File: config.mk
export PLATFORM = sky130hd
export DESIGN_NAME = peer_address_table
export DESIGN_NICKNAME = d
export VERILOG_FILES = /design/src/pat_pkg.sv /design/src/peer_address_table.sv /design/src/pat_ram.sv /design/src/pat_scan.sv
export SDC_FILE = /design/constraint.sdc
export NUM_CORES = 2
export LEC_CHECK = 0
export ABC_AREA = 1
export BUFFER_PORTS_ARGS = -buffer_cell sky130_fd_sc_hd__buf_4
export CAP_MARGIN = 10
export CORE_ASPECT_RATIO = 1.4
export CORE_MARGIN = 4
export CORE_UTILIZATION = 60
export CTS_CLUSTER_SIZE = 25
export DETAILED_ROUTE_END_ITERATION = 8
export HOLD_SLACK_MARGIN = 0.1
export PLACE_DENSITY_LB_ADDON = 0.3
export SYNTH_ARGS = -nofsm -noshare
export SYNTH_HDL_FRONTEND = slang
export SYNTH_SLANG_ARGS = --single-unit
export TNS_END_PERCENT = 5
File: constraint.sdc
create_clock -name clk -period 5.4 [get_ports clk]
set_clock_uncertainty 0.1 [all_clocks]
set_input_delay 0.27 -clock clk [delete_from_list [all_inputs] [get_ports clk]]
set_output_delay 0.27 -clock clk [all_outputs]
set_load 0.005 [all_outputs]
File: src/pat_pkg.sv
// Shared types, codes and constants of the peer address table.
`default_nettype none
package pat_pkg;

  localparam int TABLE_SLOTS_DEFAULT = 32;
  localparam int ADDR_W              = 48;
  localparam int COUNT_MAX           = 63;

  localparam logic [3:0] TRIES_MAX         = 4'd15;
  localparam logic [3:0] RETRY_LIMIT_RESET = 4'd3;

  localparam logic [1:0] OP_LOOKUP    = 2'd0;
  localparam logic [1:0] OP_MARK_DOWN = 2'd1;
  localparam logic [1:0] OP_MARK_UP   = 2'd2;
  localparam logic [1:0] OP_QUERY     = 2'd3;

  localparam logic [1:0] LIVE_INACTIVE    = 2'd0;
  localparam logic [1:0] LIVE_ACTIVE      = 2'd1;
  localparam logic [1:0] LIVE_UNREACHABLE = 2'd2;

  typedef struct packed {
    logic [1:0]        op;
    logic [ADDR_W-1:0] mac_address;
    logic [5:0]        slot_select;
  } req_t;

  typedef struct packed {
    logic [4:0] slot_index;
    logic       found;
    logic       added;
    logic       table_full;
    logic       index_error;
    logic [1:0] entry_status;
    logic [3:0] entry_tries;
    logic [5:0] device_count;
    logic [5:0] active_count;
  } rsp_t;

  typedef struct packed {
    logic [1:0] status;
    logic [3:0] tries;
  } live_t;

  typedef struct packed {
    logic done;
    logic found;
    logic added;
    logic full;
  } scan_res_t;

  typedef enum logic {
    SCAN_IDLE,
    SCAN_RUN
  } scan_state_t;

  typedef enum logic [1:0] {
    CTL_IDLE,
    CTL_SCAN,
    CTL_READ,
    CTL_COMMIT
  } ctl_state_t;

endpackage
`default_nettype wire

File: src/peer_address_table.sv
// Top level of the peer address table: request sequencer, liveness store and result register.
`default_nettype none
// Peer address table. A lookup-or-add request scans the filled slots one per cycle through a
// single 48-bit comparator on the address store's read port. A full table with no match skips
// the liveness read. Mark-unavailable, mark-available and query requests read the slot's
// liveness entry once, and skip that read when the slot number is out of range. One request
// is in progress at a time: req_stall stays high from acceptance until its result is loaded
// into the output register, which holds it until taken; a result still waiting there adds its
// stall cycles. The address store needs no clearing pass after reset, because slots are only
// ever filled in order behind a fill count. retry_limit is written through the cfg port,
// which is always ready, and is meant to change only while no request is in progress.
module peer_address_table #(
  parameter int TABLE_SLOTS = pat_pkg::TABLE_SLOTS_DEFAULT
) (
  input  logic            clk,
  input  logic            rst,
  input  logic            req_valid,
  output logic            req_stall,
  input  pat_pkg::req_t   req,
  output logic            rsp_valid,
  input  logic            rsp_stall,
  output pat_pkg::rsp_t   rsp,
  input  logic            cfg_valid,
  output logic            cfg_ready,
  input  logic [3:0]      cfg_data
);
  import pat_pkg::*;

  localparam int SLOT_W = (TABLE_SLOTS > 1) ? $clog2(TABLE_SLOTS) : 1;

  ctl_state_t        state, state_next;
  logic [1:0]        op_q;
  logic [ADDR_W-1:0] mac_q;
  logic [SLOT_W-1:0] target_q;
  logic              found_q, added_q, full_q, ierr_q;
  logic [3:0]        retry_limit_q;
  logic [5:0]        active_q;
  logic [TABLE_SLOTS-1:0] live_vld;
  logic              rsp_valid_q;
  rsp_t              rsp_q;

  logic              accept, sel_bad, scan_start, live_rd_en, commit, live_wr;
  scan_res_t         scan_res;
  logic [SLOT_W-1:0] scan_slot;
  logic [5:0]        device_count;
  live_t             live_rd, cur, nxt;
  logic [5:0]        active_next;
  logic              blank;
  rsp_t              rsp_next;

  pat_scan #(
    .TABLE_SLOTS(TABLE_SLOTS)
  ) u_scan (
    .clk         (clk),
    .rst         (rst),
    .start       (scan_start),
    .key         (mac_q),
    .res         (scan_res),
    .slot        (scan_slot),
    .device_count(device_count)
  );

  pat_ram #(
    .WIDTH($bits(live_t)),
    .DEPTH(TABLE_SLOTS)
  ) u_live_ram (
    .clk    (clk),
    .wr_en  (commit && live_wr),
    .wr_addr(target_q),
    .wr_data(nxt),
    .rd_en  (live_rd_en),
    .rd_addr(target_q),
    .rd_data(live_rd)
  );

  assign accept    = req_valid && !req_stall;
  assign sel_bad   = int'(req.slot_select) >= TABLE_SLOTS;
  assign cfg_ready = 1'b1;

  always_comb begin
    state_next = state;
    case (state)
      CTL_IDLE: begin
        if (req_valid) begin
          if (req.op == OP_LOOKUP) begin
            state_next = CTL_SCAN;
          end else if (sel_bad) begin
            state_next = CTL_COMMIT;
          end else begin
            state_next = CTL_READ;
          end
        end
      end
      CTL_SCAN: begin
        if (scan_res.done) begin
          state_next = scan_res.full ? CTL_COMMIT : CTL_READ;
        end
      end
      CTL_READ:   state_next = CTL_COMMIT;
      CTL_COMMIT: begin
        if (commit) begin
          state_next = CTL_IDLE;
        end
      end
      default: state_next = CTL_IDLE;
    endcase
  end

  always_comb begin
    req_stall  = 1'b1;
    scan_start = 1'b0;
    live_rd_en = 1'b0;
    commit     = 1'b0;
    case (state)
      CTL_IDLE: begin
        req_stall  = 1'b0;
        scan_start = req_valid && (req.op == OP_LOOKUP);
      end
      CTL_READ:   live_rd_en = 1'b1;
      CTL_COMMIT: commit = !rsp_valid_q || !rsp_stall;
      default: ;
    endcase
  end

  // Apply the request to the slot's liveness entry; never-written entries read as reset.
  always_comb begin
    cur         = live_vld[target_q] ? live_rd : '0;
    nxt         = cur;
    active_next = active_q;
    live_wr     = 1'b0;
    blank       = ierr_q || full_q;
    if (!blank) begin
      case (op_q)
        OP_MARK_DOWN: begin
          live_wr   = 1'b1;
          nxt.tries = (cur.tries < TRIES_MAX) ? cur.tries + 4'd1 : cur.tries;
          nxt.status = (nxt.tries > retry_limit_q) ? LIVE_UNREACHABLE : LIVE_INACTIVE;
          if (cur.status == LIVE_ACTIVE && active_q != 6'd0) begin
            active_next = active_q - 6'd1;
          end
        end
        OP_MARK_UP: begin
          live_wr    = 1'b1;
          nxt.status = LIVE_ACTIVE;
          nxt.tries  = 4'd0;
          if (cur.status != LIVE_ACTIVE && active_q < 6'(COUNT_MAX)) begin
            active_next = active_q + 6'd1;
          end
        end
        OP_LOOKUP, OP_QUERY: ;
        default: ;
      endcase
    end
    rsp_next.slot_index   = blank ? 5'd0 : 5'(target_q);
    rsp_next.found        = found_q;
    rsp_next.added        = added_q;
    rsp_next.table_full   = full_q;
    rsp_next.index_error  = ierr_q;
    rsp_next.entry_status = blank ? LIVE_INACTIVE : nxt.status;
    rsp_next.entry_tries  = blank ? 4'd0 : nxt.tries;
    rsp_next.device_count = device_count;
    rsp_next.active_count = active_next;
  end

  always_ff @(posedge clk) begin
    if (rst) begin
      state         <= CTL_IDLE;
      retry_limit_q <= RETRY_LIMIT_RESET;
      active_q      <= '0;
      live_vld      <= '0;
      rsp_valid_q   <= 1'b0;
    end else begin
      state <= state_next;
      if (cfg_valid && cfg_ready) begin
        retry_limit_q <= cfg_data;
      end
      if (commit) begin
        active_q <= active_next;
        if (live_wr) begin
          live_vld[target_q] <= 1'b1;
        end
      end
      if (commit) begin
        rsp_valid_q <= 1'b1;
      end else if (!rsp_stall) begin
        rsp_valid_q <= 1'b0;
      end
    end
  end

  always_ff @(posedge clk) begin
    if (accept) begin
      op_q     <= req.op;
      mac_q    <= req.mac_address;
      target_q <= SLOT_W'(req.slot_select);
      ierr_q   <= (req.op != OP_LOOKUP) && sel_bad;
      found_q  <= 1'b0;
      added_q  <= 1'b0;
      full_q   <= 1'b0;
    end else if (state == CTL_SCAN && scan_res.done) begin
      target_q <= scan_slot;
      found_q  <= scan_res.found;
      added_q  <= scan_res.added;
      full_q   <= scan_res.full;
    end
    if (commit) begin
      rsp_q <= rsp_next;
    end
  end

  assign rsp_valid = rsp_valid_q;
  assign rsp       = rsp_q;

  a_active_bound: assert property (@(posedge clk) disable iff (rst)
    int'(active_q) <= TABLE_SLOTS)
    else $error("active count exceeds the number of slots");

  a_scan_done_owned: assert property (@(posedge clk) disable iff (rst)
    scan_res.done |-> (state == CTL_SCAN))
    else $error("scan finished outside a lookup request");

  a_live_write_mark: assert property (@(posedge clk) disable iff (rst)
    (commit && live_wr) |-> (!ierr_q && (op_q == OP_MARK_DOWN || op_q == OP_MARK_UP)))
    else $error("liveness written by a request that does not mark a slot");

endmodule
`default_nettype wire

File: src/pat_ram.sv
// Generic single-write, single-read RAM with registered read data.
`default_nettype none
module pat_ram #(
  parameter int WIDTH = 8,
  parameter int DEPTH = 32,
  localparam int AW = (DEPTH > 1) ? $clog2(DEPTH) : 1
) (
  input  logic             clk,
  input  logic             wr_en,
  input  logic [AW-1:0]    wr_addr,
  input  logic [WIDTH-1:0] wr_data,
  input  logic             rd_en,
  input  logic [AW-1:0]    rd_addr,
  output logic [WIDTH-1:0] rd_data
);

  logic [WIDTH-1:0] mem [DEPTH];

  always_ff @(posedge clk) begin
    if (wr_en) begin
      mem[wr_addr] <= wr_data;
    end
    if (rd_en) begin
      rd_data <= mem[rd_addr];
    end
  end

endmodule
`default_nettype wire

File: src/pat_scan.sv
// Address store and sequential lookup-or-add scan through one shared comparator.
`default_nettype none
module pat_scan #(
  parameter int TABLE_SLOTS = pat_pkg::TABLE_SLOTS_DEFAULT,
  localparam int SLOT_W = (TABLE_SLOTS > 1) ? $clog2(TABLE_SLOTS) : 1
) (
  input  logic                      clk,
  input  logic                      rst,
  input  logic                      start,
  input  logic [pat_pkg::ADDR_W-1:0] key,
  output pat_pkg::scan_res_t        res,
  output logic [SLOT_W-1:0]         slot,
  output logic [5:0]                device_count
);
  import pat_pkg::*;

  localparam int CNT_W = $clog2(TABLE_SLOTS + 1);
  localparam logic [CNT_W-1:0] FILL_MAX = CNT_W'(TABLE_SLOTS);

  scan_state_t       state, state_next;
  logic [CNT_W-1:0]  fill;
  logic [CNT_W-1:0]  scan_idx;
  logic              data_vld;
  logic [SLOT_W-1:0] data_idx;
  logic [ADDR_W-1:0] rd_data;

  logic              done_q, found_q, added_q, full_q;
  logic [SLOT_W-1:0] slot_q;

  logic              hit, at_end, rd_en, wr_en, finish;
  logic              f_found, f_added, f_full;
  logic [SLOT_W-1:0] f_slot;

  // Slots below fill hold non-zero addresses; everything from fill upward is empty.
  pat_ram #(
    .WIDTH(ADDR_W),
    .DEPTH(TABLE_SLOTS)
  ) u_addr_ram (
    .clk    (clk),
    .wr_en  (wr_en),
    .wr_addr(fill[SLOT_W-1:0]),
    .wr_data(key),
    .rd_en  (rd_en),
    .rd_addr(scan_idx[SLOT_W-1:0]),
    .rd_data(rd_data)
  );

  always_comb begin
    state_next = state;
    case (state)
      SCAN_IDLE: begin
        if (start) begin
          state_next = SCAN_RUN;
        end
      end
      SCAN_RUN: begin
        if (finish) begin
          state_next = SCAN_IDLE;
        end
      end
      default: state_next = SCAN_IDLE;
    endcase
  end

  always_comb begin
    hit     = data_vld && (rd_data == key);
    at_end  = (scan_idx == fill);
    rd_en   = 1'b0;
    wr_en   = 1'b0;
    finish  = 1'b0;
    f_found = 1'b0;
    f_added = 1'b0;
    f_full  = 1'b0;
    f_slot  = data_idx;
    case (state)
      SCAN_RUN: begin
        if (hit) begin
          finish  = 1'b1;
          f_found = 1'b1;
        end else if (at_end) begin
          finish = 1'b1;
          if (fill == FILL_MAX) begin
            f_full = 1'b1;
          end else begin
            // An all-zero key matches the first empty slot; nothing is written.
            f_slot = fill[SLOT_W-1:0];
            if (key == '0) begin
              f_found = 1'b1;
            end else begin
              f_added = 1'b1;
              wr_en   = 1'b1;
            end
          end
        end else begin
          rd_en = 1'b1;
        end
      end
      default: ;
    endcase
  end

  always_ff @(posedge clk) begin
    if (rst) begin
      state    <= SCAN_IDLE;
      fill     <= '0;
      data_vld <= 1'b0;
      done_q   <= 1'b0;
    end else begin
      state    <= state_next;
      data_vld <= rd_en;
      done_q   <= finish;
      if (wr_en) begin
        fill <= fill + CNT_W'(1);
      end
    end
  end

  always_ff @(posedge clk) begin
    if (start) begin
      scan_idx <= '0;
    end else if (rd_en) begin
      scan_idx <= scan_idx + CNT_W'(1);
    end
    if (rd_en) begin
      data_idx <= scan_idx[SLOT_W-1:0];
    end
    if (finish) begin
      found_q <= f_found;
      added_q <= f_added;
      full_q  <= f_full;
      slot_q  <= f_slot;
    end
  end

  assign res.done  = done_q;
  assign res.found = found_q;
  assign res.added = added_q;
  assign res.full  = full_q;
  assign slot      = slot_q;
  assign device_count = (int'(fill) > COUNT_MAX) ? 6'(COUNT_MAX) : 6'(fill);

  a_read_in_fill: assert property (@(posedge clk) disable iff (rst)
    rd_en |-> (scan_idx < fill))
    else $error("scan read beyond the filled region");

  a_write_has_room: assert property (@(posedge clk) disable iff (rst)
    wr_en |-> (fill < FILL_MAX))
    else $error("address written into a full table");

  a_one_outcome: assert property (@(posedge clk) disable iff (rst)
    done_q |-> $onehot({found_q, added_q, full_q}))
    else $error("scan ended without exactly one outcome");

endmodule
`default_nettype wire

==> results.yml <==
global_route:
  grt_pass1_wl_um: 310000
  grt_max_degree: 211
  grt-ovfl-total: 0
  grt_usage: 0.319
  antenna_found_initial: 2
  grt_pass1_vias: 48535
floorplan:
  die_x_um: 308
  initial_utilization: 0.603
  ios: 95
  fp.coreArea_um2: 126000
  row_count: 154
  fp.dieArea_um2: 132000
  die_h_um: 429
job:
  cap_violations: 0
cts:
  cts_setup_buffers: 0
  clk_latency_ns: 0.83
  numCtsBuffers: 173
  cts_max_level: 4
  cts_resized: 0
  clock_sinks: 1941
  cts.path.max_buffers: 3
  cts_tree: "done"
  path_clk_slew_ns: 0.07
  root_buffer: "clkbuf_16"
setup_path:
  cp-end-kind: "flop"
  crit_chain: "inv_2 > nand2_1 > nand2_1 > nand2_1 > nand2_1 > nand2_1 > nand2_1 > nor2_2 > nand2_4 > nand2_1 > inv_1 > ha_1 > nand3_2 > nand2_1 > nand2_1 > inv_1 > ha_1 > a21oi_1 > o21ai_0 > o2111ai_1 > a21oi_1 > a31o_2"
  path_class: "reg -> reg"
  max_stage_delay_ns: 0.83
  reg2reg_to: "u_live_ram.mem[19][5]"
  cp-start-kind: "flop"
  endpoint: "u_live_ram.mem[19][5]"
  crit_path_frequent_cell: "nand2_1"
  cp_top_family: "simple AND/OR/NAND/NOR gates"
  critPathBufInv: 3
  cp.depth: 22
  crit_start: "target_q[0]"
  rrSetupSlack_ns: 0.80
  reg2reg_depth: 22
  worst-path-max-fanout: 32
  crit_path_top_delay_cell: "edfxtp_1"
  worstPathArrival_ns: 5.03
  cp_data_required_time_ns: 5.83
  r2r-start: "target_q[0]"
timing:
  setup_tns_ns: 0
  clock.fmax_ghz: 0.217
  slew_violations: 0
  rsz0062_at_grt: "no"
  tightest_slew_ns: 1.31
  post-route-min-period_ns: 4.60
  max-slew-margin-rel: 0.127
  post-route-period-util: 0.852
  finalSetupViolCount: 0
  finalHoldViolCount: 0
detailed_routing:
  drc: 0
  wl_per_cell_um: 28.0
  routed_via_density: 6.52
  vias: 49865
  drtIter0Drc: 7117
  ant_nets: 0
  drt-pass1-iter-count: 8
  drt-total-wl_um: 214000
synth:
  ys.flop_type: "edfxtp_1"
  syn_nets: 5775
  synth_edf_count: 1878
  synth-seq-area-share: 0.761
  yosysUniqueCellTypes: 44
  async_flop_share: 0
  synth-seq-cells: 1941
  synth_area_um2: 75800
  syn-mean-instance-area_um2: 13.3
  synth_cells: 5690
  yosysWarnings: 0
cells_and_area:
  final_cells: 7647
  fin_nets: 5953
  n_fill_cell: 8464
  area_growth_syn_to_layout_pct: 12.8
  layout-drive-gt1-share: 0.0992
worst_hold_path:
  hp-class: "in -> reg"
pwr:
  p_total_mw: 40.6
  power_density_nw_per_um2: 475
  power_leakage_nw: 28.0
  irDropWorstVdd_v: 0.000476
placed_design:
  routabilityCongestion: 0.913
  hpwl_um: 122000
  dp_cells: 7230
  port_buffers: 93
outcome:
  status: "finished, final reports clean"
==> layout by cell type, fill, tap and decap left out, drive strengths merged, types with 13 or more instances in the layout <==
cell type | netlist | layout
nand4 | 74 | 74
dlygate4sd3 | 0 | 101
a22oi | 96 | 96
nor3 | 26 | 26
nand2 | 438 | 438
dfxtp | 63 | 63
clkinv | 11 | 86
clkbuf | 290 | 214
o22ai | 240 | 240
buf | 67 | 259
o21ai | 849 | 849
nor4 | 16 | 16
inv | 174 | 182
xnor2 | 15 | 15
o211ai | 45 | 45
nand3 | 142 | 142
a21oi | 82 | 82
o221ai | 147 | 147
ha | 20 | 20
nor2 | 966 | 966
xor2 | 26 | 26
bufinv | 0 | 13
edfxtp | 1878 | 1878
==> what timing repair did <==
item,in CTS,in global routing
endpoints found under the setup margin,0,0
hold buffers,101,0
hold endpoints to repair,119,0
==> registers in the layout, summed over array words and instances (netlist names), 27 cells and up <==
| register | count |
|---|---|
| live_vld | 32 |
| u_live_ram.mem | 192 |
| u_scan.u_addr_ram.mem | 1536 |
| rsp | 27 |
| u_scan.u_addr_ram.rd_data | 48 |
| mac_q | 48 |
==> metal layers <==
metal  wire [µm]  global-route usage  vias up
met5          10                   0        -
met4       15300               0.197        2
met3       21200              0.0563      692
met2      106000               0.533     3301
met1       71400               0.389    24345
li1            -                   -    21525
==> synthesized netlist by cell type, drive strengths merged, types with 2 or more instances <==
| master | instances | area (µm²) |
|---|---|---|
| nor2 | 966 | 3650 |
| o221ai | 147 | 1290 |
| or2 | 12 | 75.1 |
| edfxtp | 1878 | 56400 |
| nand3 | 142 | 733 |
| nor3 | 26 | 135 |
| nand4 | 74 | 463 |
| o22ai | 240 | 1500 |
| dfxtp | 63 | 1260 |
| nand2 | 438 | 1660 |
| clkinv | 11 | 41.3 |
| inv | 174 | 653 |
| clkbuf | 290 | 1090 |
| xnor2 | 15 | 131 |
| xor2 | 26 | 228 |
| and3 | 2 | 12.5 |
| a22oi | 96 | 721 |
| o211ai | 45 | 338 |
| ha | 20 | 250 |
| nor4 | 16 | 100 |
| o21ai | 849 | 4250 |
| a21oi | 82 | 410 |
| nor3b | 3 | 22.5 |
| buf | 67 | 314 |
==> cell families after synthesis <==
| logic type | synth area share |
|---|---|
| compound gates | 0.113 |
| xor+xnor | 0.00474 |
| fa+ha+maj | 0.00330 |
| buf+inv | 0.0277 |
| flops | 0.761 |
| other cells | 0.0000495 |
| simple gates | 0.0904 |
==> report_power, final <==
part | switching, mW | total (mW) | leakage (nW) | internal [mW]
sequential | 0.349 | 17.9 | 17.4 | 17.5
clock | 5.38 | 12.1 | 2.70 | 6.69
combinational | 7.80 | 10.7 | 7.85 | 2.85
total | 13.5 | 40.6 | 28.0 | 27.1
==> metrics by stage <==
step / worst slack, ns / hold WS, ns / utilization / area, µm²
final: 0.800 / 0.138 / 0.680 / 85400
after detailed placement: 0.888 / 0.333 / 0.628 / 78900
after global placement: 0.902 / 0.326 / 0.628 / 78900
after global routing: 0.363 / 0.116 / 0.680 / 85400
after floorplan: 0.810 / 0.269 / - / 75800
after CTS: 0.853 / 0.101 / 0.680 / 85400
==> cell type report <==
type / instances / area [µm²] / share of cell area
Inverter: 185 / 716 / 0.00838
Multi-Input combinational cell: 3207 / 16300 / 0.191
Timing Repair Buffer: 360 / 3180 / 0.0372
Clock inverter: 101 / 927 / 0.0109
Antenna cell: 1 / 2.50 / 0.0000293
Clock buffer: 214 / 4600 / 0.0538
Tap cell: 1638 / 2050 / 0.0240
Sequential cell: 1941 / 57700 / 0.675
==> how the worst min path moves through the flow <==
| stage | start | to | slack, ns | cells after the start |
|---|---|---|---|---|
| 4_1_cts | req[12] | mac_q[6] | 0.10 | 2 |
| 3_5_place_dp | added_q | rsp[20] | 0.33 | 0 |
| 3_3_place_gp | found_q | rsp[21] | 0.33 | 0 |
| 2_1_floorplan | req[6] | mac_q[0] | 0.27 | 0 |
| 6_report | req[15] | mac_q[9] | 0.14 | 2 |
| 5_1_grt | req[49] | mac_q[43] | 0.12 | 2 |
==> worst register-to-register path, delay by kind of cell, from the launching register on <==
kind                       cells  cell delay, ns
DFF                            1            0.83
and+or+nand+nor               12            1.29
buffers and inverters          3            0.48
AOI/OAI and AO/OA              5            1.07
adders and majority gates      2            0.53
Power figures use the tool's default switching activity.
